$ cat src/rtl/wase_pkg.sv
// Package for the windowed average state estimator: types, sizes and channel codes.
// No dependencies; every other file in the block imports it.
`default_nettype none

package wase_pkg;

  // Readings held per channel and number of channels
  localparam int WINDOW = 5;
  localparam int NCHAN  = 4;

  // Channel codes, in result order
  localparam int CH_XPOS = 0;
  localparam int CH_YPOS = 1;
  localparam int CH_XVEL = 2;
  localparam int CH_YVEL = 3;

  // Fill count holds 0..WINDOW, write slot holds 0..WINDOW-1
  localparam int CNT_W  = $clog2(WINDOW + 1);
  localparam int SLOT_W = (WINDOW > 1) ? $clog2(WINDOW) : 1;

  // Exact window sum: magnitude up to WINDOW * 2^31
  localparam int MAG_W = 32 + $clog2(WINDOW);
  localparam int SUM_W = MAG_W + 1;

  // Divider: quotient bits retired per cycle and cycles per division
  localparam int DIV_STEPS = 5;
  localparam int DIV_CYC   = (MAG_W + DIV_STEPS - 1) / DIV_STEPS;
  localparam int PAD_W     = DIV_CYC * DIV_STEPS;
  localparam int CYC_W     = (DIV_CYC > 1) ? $clog2(DIV_CYC) : 1;

  // Command queue between front and back
  localparam int QDEPTH  = 2;
  localparam int QPTR_W  = (QDEPTH > 1) ? $clog2(QDEPTH) : 1;
  localparam int QCNT_W  = $clog2(QDEPTH + 1);

  // Item codes
  localparam logic OP_MEASURE = 1'b0;
  localparam logic OP_PREDICT = 1'b1;

  typedef logic signed [31:0]      word_t;
  typedef logic signed [SUM_W-1:0] sum_t;

  typedef struct packed {
    logic  op;
    word_t x_pos;
    word_t y_pos;
    word_t x_vel;
    word_t y_vel;
  } in_t;

  typedef struct packed {
    word_t est_x_pos;
    word_t est_y_pos;
    word_t est_x_vel;
    word_t est_y_vel;
  } out_t;

  // Classified command as queued for the back end
  typedef struct packed {
    logic                   predict;
    word_t [NCHAN-1:0]      meas;
  } cmd_t;

endpackage

`default_nettype wire

$ cat src/rtl/wase_front.sv
// Front end: accepts input words, classifies them and queues commands.
// Depends on wase_pkg.
`default_nettype none

module wase_front
  import wase_pkg::*;
(
  input  wire logic clk,
  input  wire logic rst_n,
  input  wire logic in_push,
  input  wire in_t  in_data,
  output logic      in_full,
  input  wire logic take,
  output logic      head_valid,
  output cmd_t      head
);

  cmd_t              mem_r [QDEPTH];
  logic [QPTR_W-1:0] wr_ptr_r;
  logic [QPTR_W-1:0] rd_ptr_r;
  logic [QCNT_W-1:0] cnt_r;
  cmd_t              cmd;
  logic              push_ok;
  logic              pop_ok;

  // Classify the incoming word
  always_comb begin
    cmd.predict        = (in_data.op == OP_PREDICT);
    cmd.meas[CH_XPOS]  = in_data.x_pos;
    cmd.meas[CH_YPOS]  = in_data.y_pos;
    cmd.meas[CH_XVEL]  = in_data.x_vel;
    cmd.meas[CH_YVEL]  = in_data.y_vel;
  end

  assign in_full    = (cnt_r == QCNT_W'(QDEPTH));
  assign head_valid = (cnt_r != '0);
  assign head       = mem_r[rd_ptr_r];
  assign push_ok    = in_push && !in_full;
  assign pop_ok     = take && head_valid;

  // Advance pointers and count
  always_ff @(posedge clk) begin
    if (!rst_n) begin
      wr_ptr_r <= '0;
      rd_ptr_r <= '0;
      cnt_r    <= '0;
    end else begin
      if (push_ok) begin
        wr_ptr_r <= (wr_ptr_r == QPTR_W'(QDEPTH - 1)) ? '0 : wr_ptr_r + 1'b1;
      end
      if (pop_ok) begin
        rd_ptr_r <= (rd_ptr_r == QPTR_W'(QDEPTH - 1)) ? '0 : rd_ptr_r + 1'b1;
      end
      cnt_r <= cnt_r + QCNT_W'(push_ok) - QCNT_W'(pop_ok);
    end
  end

  // Store the queued command
  always_ff @(posedge clk) begin
    if (push_ok) begin
      mem_r[wr_ptr_r] <= cmd;
    end
  end

endmodule

`default_nettype wire

$ cat src/rtl/wase_div.sv
// Four-lane signed divider by the fill count, DIV_STEPS quotient bits per cycle.
// Truncates toward zero. Depends on wase_pkg.
`default_nettype none

module wase_div
  import wase_pkg::*;
(
  input  wire logic             clk,
  input  wire logic             rst_n,
  input  wire logic             start,
  input  wire sum_t [NCHAN-1:0] dividend,
  input  wire logic [CNT_W-1:0] divisor,
  output logic                  done,
  output word_t [NCHAN-1:0]     quotient
);

  logic [PAD_W-1:0] dq_r    [NCHAN];
  logic [CNT_W-1:0] rem_r   [NCHAN];
  logic             neg_r   [NCHAN];
  logic [PAD_W-1:0] dq_step [NCHAN];
  logic [CNT_W-1:0] rem_step[NCHAN];
  logic [MAG_W-1:0] mag     [NCHAN];
  logic [CNT_W-1:0] divisor_r;
  logic [CYC_W-1:0] cyc_r;
  logic             busy_r;
  logic             done_r;

  // Take the magnitude of each dividend
  always_comb begin
    sum_t neg_sum;
    for (int c = 0; c < NCHAN; c++) begin
      neg_sum = -dividend[c];
      mag[c]  = dividend[c][SUM_W-1] ? neg_sum[MAG_W-1:0] : dividend[c][MAG_W-1:0];
    end
  end

  // Retire DIV_STEPS restoring steps per lane
  always_comb begin
    logic [CNT_W:0]   t;
    logic [PAD_W-1:0] dq;
    logic [CNT_W-1:0] rem;
    logic             qb;
    for (int c = 0; c < NCHAN; c++) begin
      dq  = dq_r[c];
      rem = rem_r[c];
      for (int k = 0; k < DIV_STEPS; k++) begin
        t  = {rem, dq[PAD_W-1]};
        qb = (t >= {1'b0, divisor_r});
        if (qb) begin
          rem = CNT_W'(t - {1'b0, divisor_r});
        end else begin
          rem = t[CNT_W-1:0];
        end
        dq = {dq[PAD_W-2:0], qb};
      end
      dq_step[c]  = dq;
      rem_step[c] = rem;
    end
  end

  // Sequence the division
  always_ff @(posedge clk) begin
    if (!rst_n) begin
      busy_r <= 1'b0;
      done_r <= 1'b0;
      cyc_r  <= '0;
    end else begin
      done_r <= 1'b0;
      if (start) begin
        busy_r <= 1'b1;
        cyc_r  <= '0;
      end else if (busy_r) begin
        if (cyc_r == CYC_W'(DIV_CYC - 1)) begin
          busy_r <= 1'b0;
          done_r <= 1'b1;
        end else begin
          cyc_r <= cyc_r + 1'b1;
        end
      end
    end
  end

  // Load or shift the lane registers
  always_ff @(posedge clk) begin
    if (start) begin
      divisor_r <= divisor;
      for (int c = 0; c < NCHAN; c++) begin
        dq_r[c]  <= PAD_W'(mag[c]);
        rem_r[c] <= '0;
        neg_r[c] <= dividend[c][SUM_W-1];
      end
    end else if (busy_r) begin
      for (int c = 0; c < NCHAN; c++) begin
        dq_r[c]  <= dq_step[c];
        rem_r[c] <= rem_step[c];
      end
    end
  end

  // Restore the sign of each quotient
  always_comb begin
    logic [31:0] q;
    for (int c = 0; c < NCHAN; c++) begin
      q           = dq_r[c][31:0];
      quotient[c] = neg_r[c] ? -q : q;
    end
  end

  assign done = done_r;

endmodule

`default_nettype wire

$ cat src/rtl/wase_back.sv
// Back end: window storage, running sums, estimate update and result register.
// Depends on wase_pkg and wase_div.
`default_nettype none

module wase_back
  import wase_pkg::*;
(
  input  wire logic clk,
  input  wire logic rst_n,
  input  wire logic head_valid,
  input  wire cmd_t head,
  output logic      take,
  input  wire logic out_pop,
  output out_t      out_data,
  output logic      out_empty
);

  typedef enum logic [1:0] {S_IDLE, S_START, S_DIV, S_OUT} state_t;

  state_t            state_r;
  word_t             win_r [NCHAN][WINDOW];
  sum_t  [NCHAN-1:0] sum_r;
  sum_t  [NCHAN-1:0] sum_upd;
  word_t [NCHAN-1:0] est_r;
  word_t [NCHAN-1:0] quotient;
  word_t             sat_x;
  word_t             sat_y;
  logic [CNT_W-1:0]  fill_r;
  logic [SLOT_W-1:0] slot_r;
  logic              win_full;
  logic              div_start;
  logic              div_done;
  logic              out_valid_r;
  out_t              out_data_r;
  logic              out_load;

  assign take      = (state_r == S_IDLE) && head_valid;
  assign win_full  = (fill_r == CNT_W'(WINDOW));
  assign div_start = (state_r == S_START);
  assign out_load  = (state_r == S_OUT) && (!out_valid_r || out_pop);

  // Update running sums: add the new reading, drop the one it replaces
  always_comb begin
    sum_t add_v;
    sum_t drop_v;
    for (int c = 0; c < NCHAN; c++) begin
      add_v      = sum_t'(head.meas[c]);
      drop_v     = win_full ? sum_t'(win_r[c][slot_r]) : '0;
      sum_upd[c] = sum_r[c] + add_v - drop_v;
    end
  end

  // Advance positions by velocity with saturation
  always_comb begin
    logic signed [32:0] sx;
    logic signed [32:0] sy;
    sx = {est_r[CH_XPOS][31], est_r[CH_XPOS]} + {est_r[CH_XVEL][31], est_r[CH_XVEL]};
    sy = {est_r[CH_YPOS][31], est_r[CH_YPOS]} + {est_r[CH_YVEL][31], est_r[CH_YVEL]};
    if (sx[32] != sx[31]) begin
      sat_x = sx[32] ? 32'sh8000_0000 : 32'sh7FFF_FFFF;
    end else begin
      sat_x = sx[31:0];
    end
    if (sy[32] != sy[31]) begin
      sat_y = sy[32] ? 32'sh8000_0000 : 32'sh7FFF_FFFF;
    end else begin
      sat_y = sy[31:0];
    end
  end

  wase_div u_div (
    .clk      (clk),
    .rst_n    (rst_n),
    .start    (div_start),
    .dividend (sum_r),
    .divisor  (fill_r),
    .done     (div_done),
    .quotient (quotient)
  );

  // Sequence one command and hold the result word
  always_ff @(posedge clk) begin
    if (!rst_n) begin
      state_r     <= S_IDLE;
      fill_r      <= '0;
      slot_r      <= '0;
      sum_r       <= '0;
      est_r       <= '0;
      out_valid_r <= 1'b0;
    end else begin
      // Load a new result word, or drop the one just popped
      if (out_load) begin
        out_valid_r <= 1'b1;
      end else if (out_pop) begin
        out_valid_r <= 1'b0;
      end
      unique case (state_r)
        S_IDLE: begin
          if (head_valid) begin
            if (head.predict) begin
              est_r[CH_XPOS] <= sat_x;
              est_r[CH_YPOS] <= sat_y;
              state_r        <= S_OUT;
            end else begin
              sum_r   <= sum_upd;
              slot_r  <= (slot_r == SLOT_W'(WINDOW - 1)) ? '0 : slot_r + 1'b1;
              if (!win_full) begin
                fill_r <= fill_r + 1'b1;
              end
              state_r <= S_START;
            end
          end
        end
        S_START: begin
          state_r <= S_DIV;
        end
        S_DIV: begin
          if (div_done) begin
            est_r   <= quotient;
            state_r <= S_OUT;
          end
        end
        S_OUT: begin
          if (out_load) begin
            state_r <= S_IDLE;
          end
        end
      endcase
    end
  end

  // Hold the result payload
  always_ff @(posedge clk) begin
    if (out_load) begin
      out_data_r.est_x_pos <= est_r[CH_XPOS];
      out_data_r.est_y_pos <= est_r[CH_YPOS];
      out_data_r.est_x_vel <= est_r[CH_XVEL];
      out_data_r.est_y_vel <= est_r[CH_YVEL];
    end
  end

  // Write the new reading into its window slot
  always_ff @(posedge clk) begin
    if (take && !head.predict) begin
      for (int c = 0; c < NCHAN; c++) begin
        win_r[c][slot_r] <= head.meas[c];
      end
    end
  end

  assign out_data  = out_data_r;
  assign out_empty = !out_valid_r;

`ifndef SYNTH
  // Until the window fills, the write slot tracks the fill count
  a_slot_tracks_fill: assert property (@(posedge clk) disable iff (!rst_n)
    (fill_r != CNT_W'(WINDOW)) |-> (slot_r == SLOT_W'(fill_r)))
    else $error("write slot out of step with fill count");

  // A measurement goes straight to the divider start
  a_meas_starts_div: assert property (@(posedge clk) disable iff (!rst_n)
    (take && !head.predict) |=> (state_r == S_START))
    else $error("measurement did not start the divider");

  // The divider finishes only while it is awaited
  a_done_in_div: assert property (@(posedge clk) disable iff (!rst_n)
    div_done |-> (state_r == S_DIV))
    else $error("divider done outside of divide state");

  // A predict tick leaves the velocity estimates alone
  a_predict_keeps_vel: assert property (@(posedge clk) disable iff (!rst_n)
    (take && head.predict) |=>
      (est_r[CH_XVEL] == $past(est_r[CH_XVEL])) &&
      (est_r[CH_YVEL] == $past(est_r[CH_YVEL])))
    else $error("predict tick changed a velocity estimate");
`endif

endmodule

`default_nettype wire

$ cat src/rtl/windowed_average_state_estimator_top.sv
// Measurement: the running sums update, then the 4-lane divider loads and steps until done,
// then the result word is loaded. Predict tick: one saturating add, then the result word.
// The back end sequencer takes no new command until its result word is loaded, which waits
// for a free result register; a two-entry command queue takes new words while the back end is busy.
// Reset (synchronous, rst_n low): queue and result register empty, estimates, sums and fill
// count zero; no clearing pass.
`default_nettype none

module windowed_average_state_estimator_top
  import wase_pkg::*;
(
  input  wire logic clk,
  input  wire logic rst_n,
  input  wire logic in_push,
  input  wire in_t  in_data,
  output logic      in_full,
  input  wire logic out_pop,
  output out_t      out_data,
  output logic      out_empty
);

  logic head_valid;
  cmd_t head;
  logic take;

  wase_front u_front (
    .clk        (clk),
    .rst_n      (rst_n),
    .in_push    (in_push),
    .in_data    (in_data),
    .in_full    (in_full),
    .take       (take),
    .head_valid (head_valid),
    .head       (head)
  );

  wase_back u_back (
    .clk        (clk),
    .rst_n      (rst_n),
    .head_valid (head_valid),
    .head       (head),
    .take       (take),
    .out_pop    (out_pop),
    .out_data   (out_data),
    .out_empty  (out_empty)
  );

endmodule

`default_nettype wire
$ cat config.mk
export PLATFORM = sky130hd
export DESIGN_NAME = windowed_average_state_estimator_top
export DESIGN_NICKNAME = d
export VERILOG_FILES = /design/src/rtl/wase_pkg.sv /design/src/rtl/wase_front.sv /design/src/rtl/wase_div.sv /design/src/rtl/wase_back.sv /design/src/rtl/windowed_average_state_estimator_top.sv
export SDC_FILE = /design/constraint.sdc
export NUM_CORES = 2
export LEC_CHECK = 0
export ABC_AREA = 1
export ABC_CLOCK_PERIOD_IN_PS = 24700
export BUFFER_PORTS_ARGS = -buffer_cell sky130_fd_sc_hd__buf_2
export CELL_PAD_IN_SITES_DETAIL_PLACEMENT = 2
export CELL_PAD_IN_SITES_GLOBAL_PLACEMENT = 2
export CORE_UTILIZATION = 30
export CTS_CLUSTER_DIAMETER = 200
export DETAILED_ROUTE_END_ITERATION = 6
export GPL_TIMING_DRIVEN = 0
export PLACE_DENSITY = 0.72
export REMOVE_ABC_BUFFERS = 1
export SYNTH_ARGS = -nofsm -noshare
export SYNTH_HDL_FRONTEND = slang
export SYNTH_SLANG_ARGS = --single-unit
$ cat constraint.sdc
create_clock -name clk -period 24.7 [get_ports clk]
set_input_delay 4.94 -clock clk [delete_from_list [all_inputs] [get_ports clk]]
set_output_delay 4.94 -clock clk [all_outputs]
set_load 0.01 [all_outputs]
After elaboration in Yosys (flattened, before gate mapping) --
Memory sizes are Yosys's and may differ from the RTL's. A register that Yosys moved wholly into a read port is not among the register bits. Cells that the tools add are included.
Word-level totals: flip-flop bits (word level) 421, latch bits 0, bits in writable memories 1054, memory bits (read-only) 0, input bits 133, output and inout bits 130, word-level logic and storage cells 231, memories 5
Memory list:
- u_back.win_r | depth 4, width 160, read ports 4, clocked after memory_dff 0, wr ports 4, line wase_back.sv:21 | word_t win_r [NCHAN][WINDOW];
- u_front.mem_r | depth 2, width 129, read ports 1, clocked after memory_dff 1, wr ports 1, line wase_front.sv:18 | cmd_t mem_r [QDEPTH];
- u_back.u_div.dq_r | depth 4, width 35, read ports 4, clocked after memory_dff 0, wr ports 4, line wase_div.sv:17 | logic [PAD_W-1:0] dq_r [NCHAN];
- u_back.u_div.rem_r | depth 4, width 3, read ports 4, clocked after memory_dff 0, wr ports 4, line wase_div.sv:18 | logic [CNT_W-1:0] rem_r [NCHAN];
- u_back.u_div.neg_r | depth 4, width 1, read ports 4, clocked after memory_dff 0, wr ports 4, line wase_div.sv:19 | logic neg_r [NCHAN];
Operators by class: add/subtract/negate cells 45, multiply operators 0, divide/modulo/power cells 0, magnitude comparators 22, equal/unequal tests 13, shifts and indexed selects 0, mux-type cells 87, bitwise logic cells 14, reduce and logical (&&, ||, !) cells 22
Operator list (number):
- $mux W32 | 17
- $bmux W32 S3 | 4
- $mux W35 | 8
- $mux W64 | 3
- $mux W160 | 1
- $add A36 B32 Y36 | 4
- $mux W36 | 4
- $sub A36 B36 Y36 | 4
- $neg A35 Y35 | 4
- $neg A32 Y32 | 4
- $pmux W64 S2 | 1
- $demux W32 S3 | 1
- $ge A4 B3 Y1 | 20
- $mux W3 | 25
- $add A32 B32 Y33 | 2
- $sub A3 B3 Y3 | 20
- $mux W1 | 18
- $add A3 B1 Y3 const B | 3
- $eq A3 B3 Y1 const B | 3
- $mux W2 | 4
- $or A1 B1 Y1 | 8
- $pmux W2 S4 | 1
- $reduce_and A4 Y1 | 2
- $eq A2 B2 Y1 const B | 3
- other kinds (20) | 39

Logic depth before layout (Yosys ltp) --
An unclocked memory read counts as a cell.
depth in word-level cells 12, depth in mapped cells 39, depth with buffers taken out 39

Hierarchy --
Synthesis repeated with hierarchy kept, for this count alone.
Second synthesis, totals: cell total of the unflattened synthesis 8704, area total of the unflattened synthesis 81431.8 um2
By module, submodules not included:
- wase_back | instances 1, cells an instance 6105, area each 55794.8 um2, sequential area each 28687.5 um2
- wase_div | instances 1, cells an instance 2160, area each 16037.9 um2, sequential area each 4874.7 um2
- wase_front | instances 1, cells an instance 439, area each 9599.2 um2, sequential area each 7847.5 um2

Worst setup path before layout --
OpenSTA, ideal clock, no wires.
path type reg-to-reg, start point register u_back.state_r[0], end point memory u_back.win_r[0][0] (netlist name) (enable), library setup time 930 ps, arrival time 13620 ps, data required time 23770 ps, slack 10150 ps, stages on the path, launching flop included 11, path buffers 2, period minus slack after synthesis 14550 ps, cell sequence dfxtp_1 > inv_1 > ha_1 > inv_1 > nor2_1 > inv_1 > nor2_1 > inv_2 > buf_2 > buf_1 > nor4_1
RTL lines:
- from (decl) | line wase_back.sv:20 | state_t state_r;
- from (signal assigned) | line wase_back.sv:84 | state_r <= S_IDLE;
- from (signal assigned) | line wase_back.sv:103 | state_r <= S_OUT;
- from (signal assigned) | line wase_back.sv:110 | state_r <= S_START;
- to (decl) | line wase_back.sv:21

==> impl_metrics.env <==
export IMPL_outcome="complete, no violations"
export IMPL_die_area_um2=276000
export IMPL_crit_path_top_delay_cell="edfxtp_1"
export IMPL_rsz0062_at_grt="false"
export IMPL_grt_ovfl_total=0
export IMPL_grt_max_degree=129
export IMPL_worst_pin_slew_ns=1.39
export IMPL_netlist_instances=9101
export IMPL_cts_buffer_depth=4
export IMPL_htreeDepth=4
export IMPL_dp_hpwl_um=238000
export IMPL_worstHoldPathType="reg2reg"
export IMPL_slew_headroom=0.0758
export IMPL_power_per_cell_area_nw_per_um2=159
export IMPL_hold_violations=0
export IMPL_rr_startpoint="u_back.u_div.divisor_r[1]$_DFFE_PP_"
export IMPL_area_growth_pct=16.4
export IMPL_place_gp_congestion=0.880
export IMPL_leakage_uw=0.0392
export IMPL_vias=66500
export IMPL_wirelength_um=307000
export IMPL_postCtsSetupBuffers=0
export IMPL_finalNonFillerCells=13200
export IMPL_multi_input_area_um2=33900
export IMPL_synth_main_ff_cell="edfxtp_1"
export IMPL_crit_path_start_kind="flip-flop"
export IMPL_first_pass_iters=6
export IMPL_synthDistinctLibCells=61
export IMPL_crit_path_max_fanout=15
export IMPL_core_rowCount=191
export IMPL_max_freq_mhz=128
export IMPL_layout_common_cells="nand2_1, inv_1, edfxtp_1, o21ai_0, nor2_1"
export IMPL_pin_count=263
export IMPL_drive_above_1_share=0.0968
export IMPL_hold_buffers=0
export IMPL_holdWs_ns=0.443
export IMPL_fillerInstances=30000
export IMPL_wl_per_cell_um=23.3
export IMPL_root_buffer="clkbuf_16"
export IMPL_crit_start="u_back.u_div.divisor_r[1]$_DFFE_PP_"
export IMPL_max_cap_violations=0
export IMPL_dp_cells=12800
export IMPL_setup_tns_ns=0
export IMPL_seqCellArea_um2=41400
export IMPL_cp_required_ns=25.26
export IMPL_via_per_inst=5.05
export IMPL_synth_edf_count=1185
export IMPL_drt_first_iter_violations=3389
export IMPL_layout_commonest_cell="nand2_1"
export IMPL_timing_final_crit_share=0.318
export IMPL_syn_area_per_cell_um2=9.02
export IMPL_worstSetupPathType="reg2reg"
export IMPL_grt_util_all_layers=0.219
export IMPL_clk_pin_slew_worst_paths_ns=0.06
export IMPL_async_reset_ff_frac=0
export IMPL_cp_common_cell="nand2_1"
export IMPL_clock_sinks=1476
export IMPL_fin_nets=10000
export IMPL_core_um2=271000
export IMPL_first_global_vias=73200
export IMPL_cp_slowest_stage_delay_ns=0.77
export IMPL_peakVddDrop_uv=102
export IMPL_fp_dieW_um=525
export IMPL_yosysSeqAreaShare=0.504
export IMPL_fin_crit_ns=7.84
export IMPL_clock_skew_final_ns=0.0852
export IMPL_min_from="u_back.est_r[127]$_SDFFE_PN0P_"
export IMPL_clkLatencyLatePin_ns=0.88
export IMPL_grt_pass1_wl_um=463000
export IMPL_yosysWarnings=0
export IMPL_drc=0
export IMPL_numCtsBuffers=187
export IMPL_setup_viol=0
export IMPL_cp_arrival_ns=8.40
export IMPL_synth_seq_cells=1476
export IMPL_crit_path_end_kind="flip-flop"
export IMPL_antenna_found_initial=16
export IMPL_antenna_left=0
export IMPL_initial_core_util=0.302
export IMPL_drv_slew=0
export IMPL_post_cts_resized=0
export IMPL_chipHeight_um=525
export IMPL_portBuffers=262
export IMPL_cts_tree="done"
export IMPL_synth_area_um2=82100
-- critical path: cells and delay by family, from the launching register on --
family          cells  cell delay [ns]
buf+inv             8             1.08
simple gates       16             2.09
flops               1             0.77
fa+ha+maj           5             1.92
compound gates      8             1.59
-- path summary, 6_finish.rpt --
check	cells past startpoint	end	slack, ns
setup / recovery	37	u_back.u_div.dq_r[3][0]$_DFFE_PP_	16.86
hold / removal	0	u_back.out_data[31]$_DFFE_PP_	0.44
setup reg to reg	37	u_back.u_div.dq_r[3][0]$_DFFE_PP_	16.86
hold reg to reg	0	u_back.out_data[31]$_DFFE_PP_	0.44
-- logic make-up after synthesis --
family                   Yosys count  synth area share
AO/OA/AOI/OAI                   1823             0.129
multiplexers                       4          0.000549
AND/OR/NAND/NOR                 3255             0.168
adder cells (fa/ha/maj)          457            0.0845
flip-flops                      1476             0.504
XOR/XNOR                         280            0.0299
buffers and inverters           1806            0.0839
-- power breakdown --
group          total, µW  internal, µW  switching, µW  leakage [µW]
logic               8590          2710           5890        0.0230
clock network       2780          1640           1140       0.00297
registers           3840          3390            452        0.0133
-- cells in the mapped netlist, drive strengths merged, types with 80 or more instances --
cell | number | area [µm²]
nand2 | 1903 | 7310
inv | 1517 | 5690
edfxtp | 1185 | 35600
o21ai | 754 | 3810
nor2 | 691 | 2620
a21oi | 596 | 3090
nand3 | 411 | 2300
ha | 295 | 3690
dfxtp | 291 | 5830
xor2 | 222 | 1940
clkbuf | 204 | 766
fa | 162 | 3240
a22oi | 126 | 946
a41oi | 124 | 1090
nor3 | 110 | 644
buf | 80 | 410
-- sequential cells by signal, indices dropped and copies added, names as in the netlist, 4 cells and up, named ones only --
signal	cells
u_front.mem_r	258
u_back.win_r	640
u_back.u_div.dq_r	140
u_back.est_r	128
u_back.sum_r	144
u_back.u_div.rem_r	12
u_back.out_data	128
u_back.u_div.neg_r	4
-- stage by stage --
step / instance area (µm²) / setup WS, ns / power (µW) / util
detailed placement: 89400 / 16.86 / 12500 / 0.329
finish: 95500 / 16.86 / 15200 / 0.352
floorplan: 80900 / 1.88 / 9560 / -
global route: 95500 / 16.38 / 16500 / 0.352
CTS: 95500 / 16.79 / 15400 / 0.352
global placement: 86700 / -27.26 / 12200 / 0.319
-- area by class of cell --
cell class,count,area share
antenna,7,0.000183
clock buffer,229,0.0518
clock inverter,109,0.0122
inverter,1522,0.0600
multi-input combinational,5819,0.355
sequential,1476,0.433
tap,3570,0.0468
timing repair buffer,432,0.0405
-- layer usage --
layer  track usage  up-vias  routed length (µm)
met1         0.284    34000              138000
li1              -    31100                   -
met5             0        -                   0
met2         0.378     1009              148000
met4        0.0818        0               12000
met3        0.0207      369                9200
No activity file was read; power rests on OpenSTA's default activity.
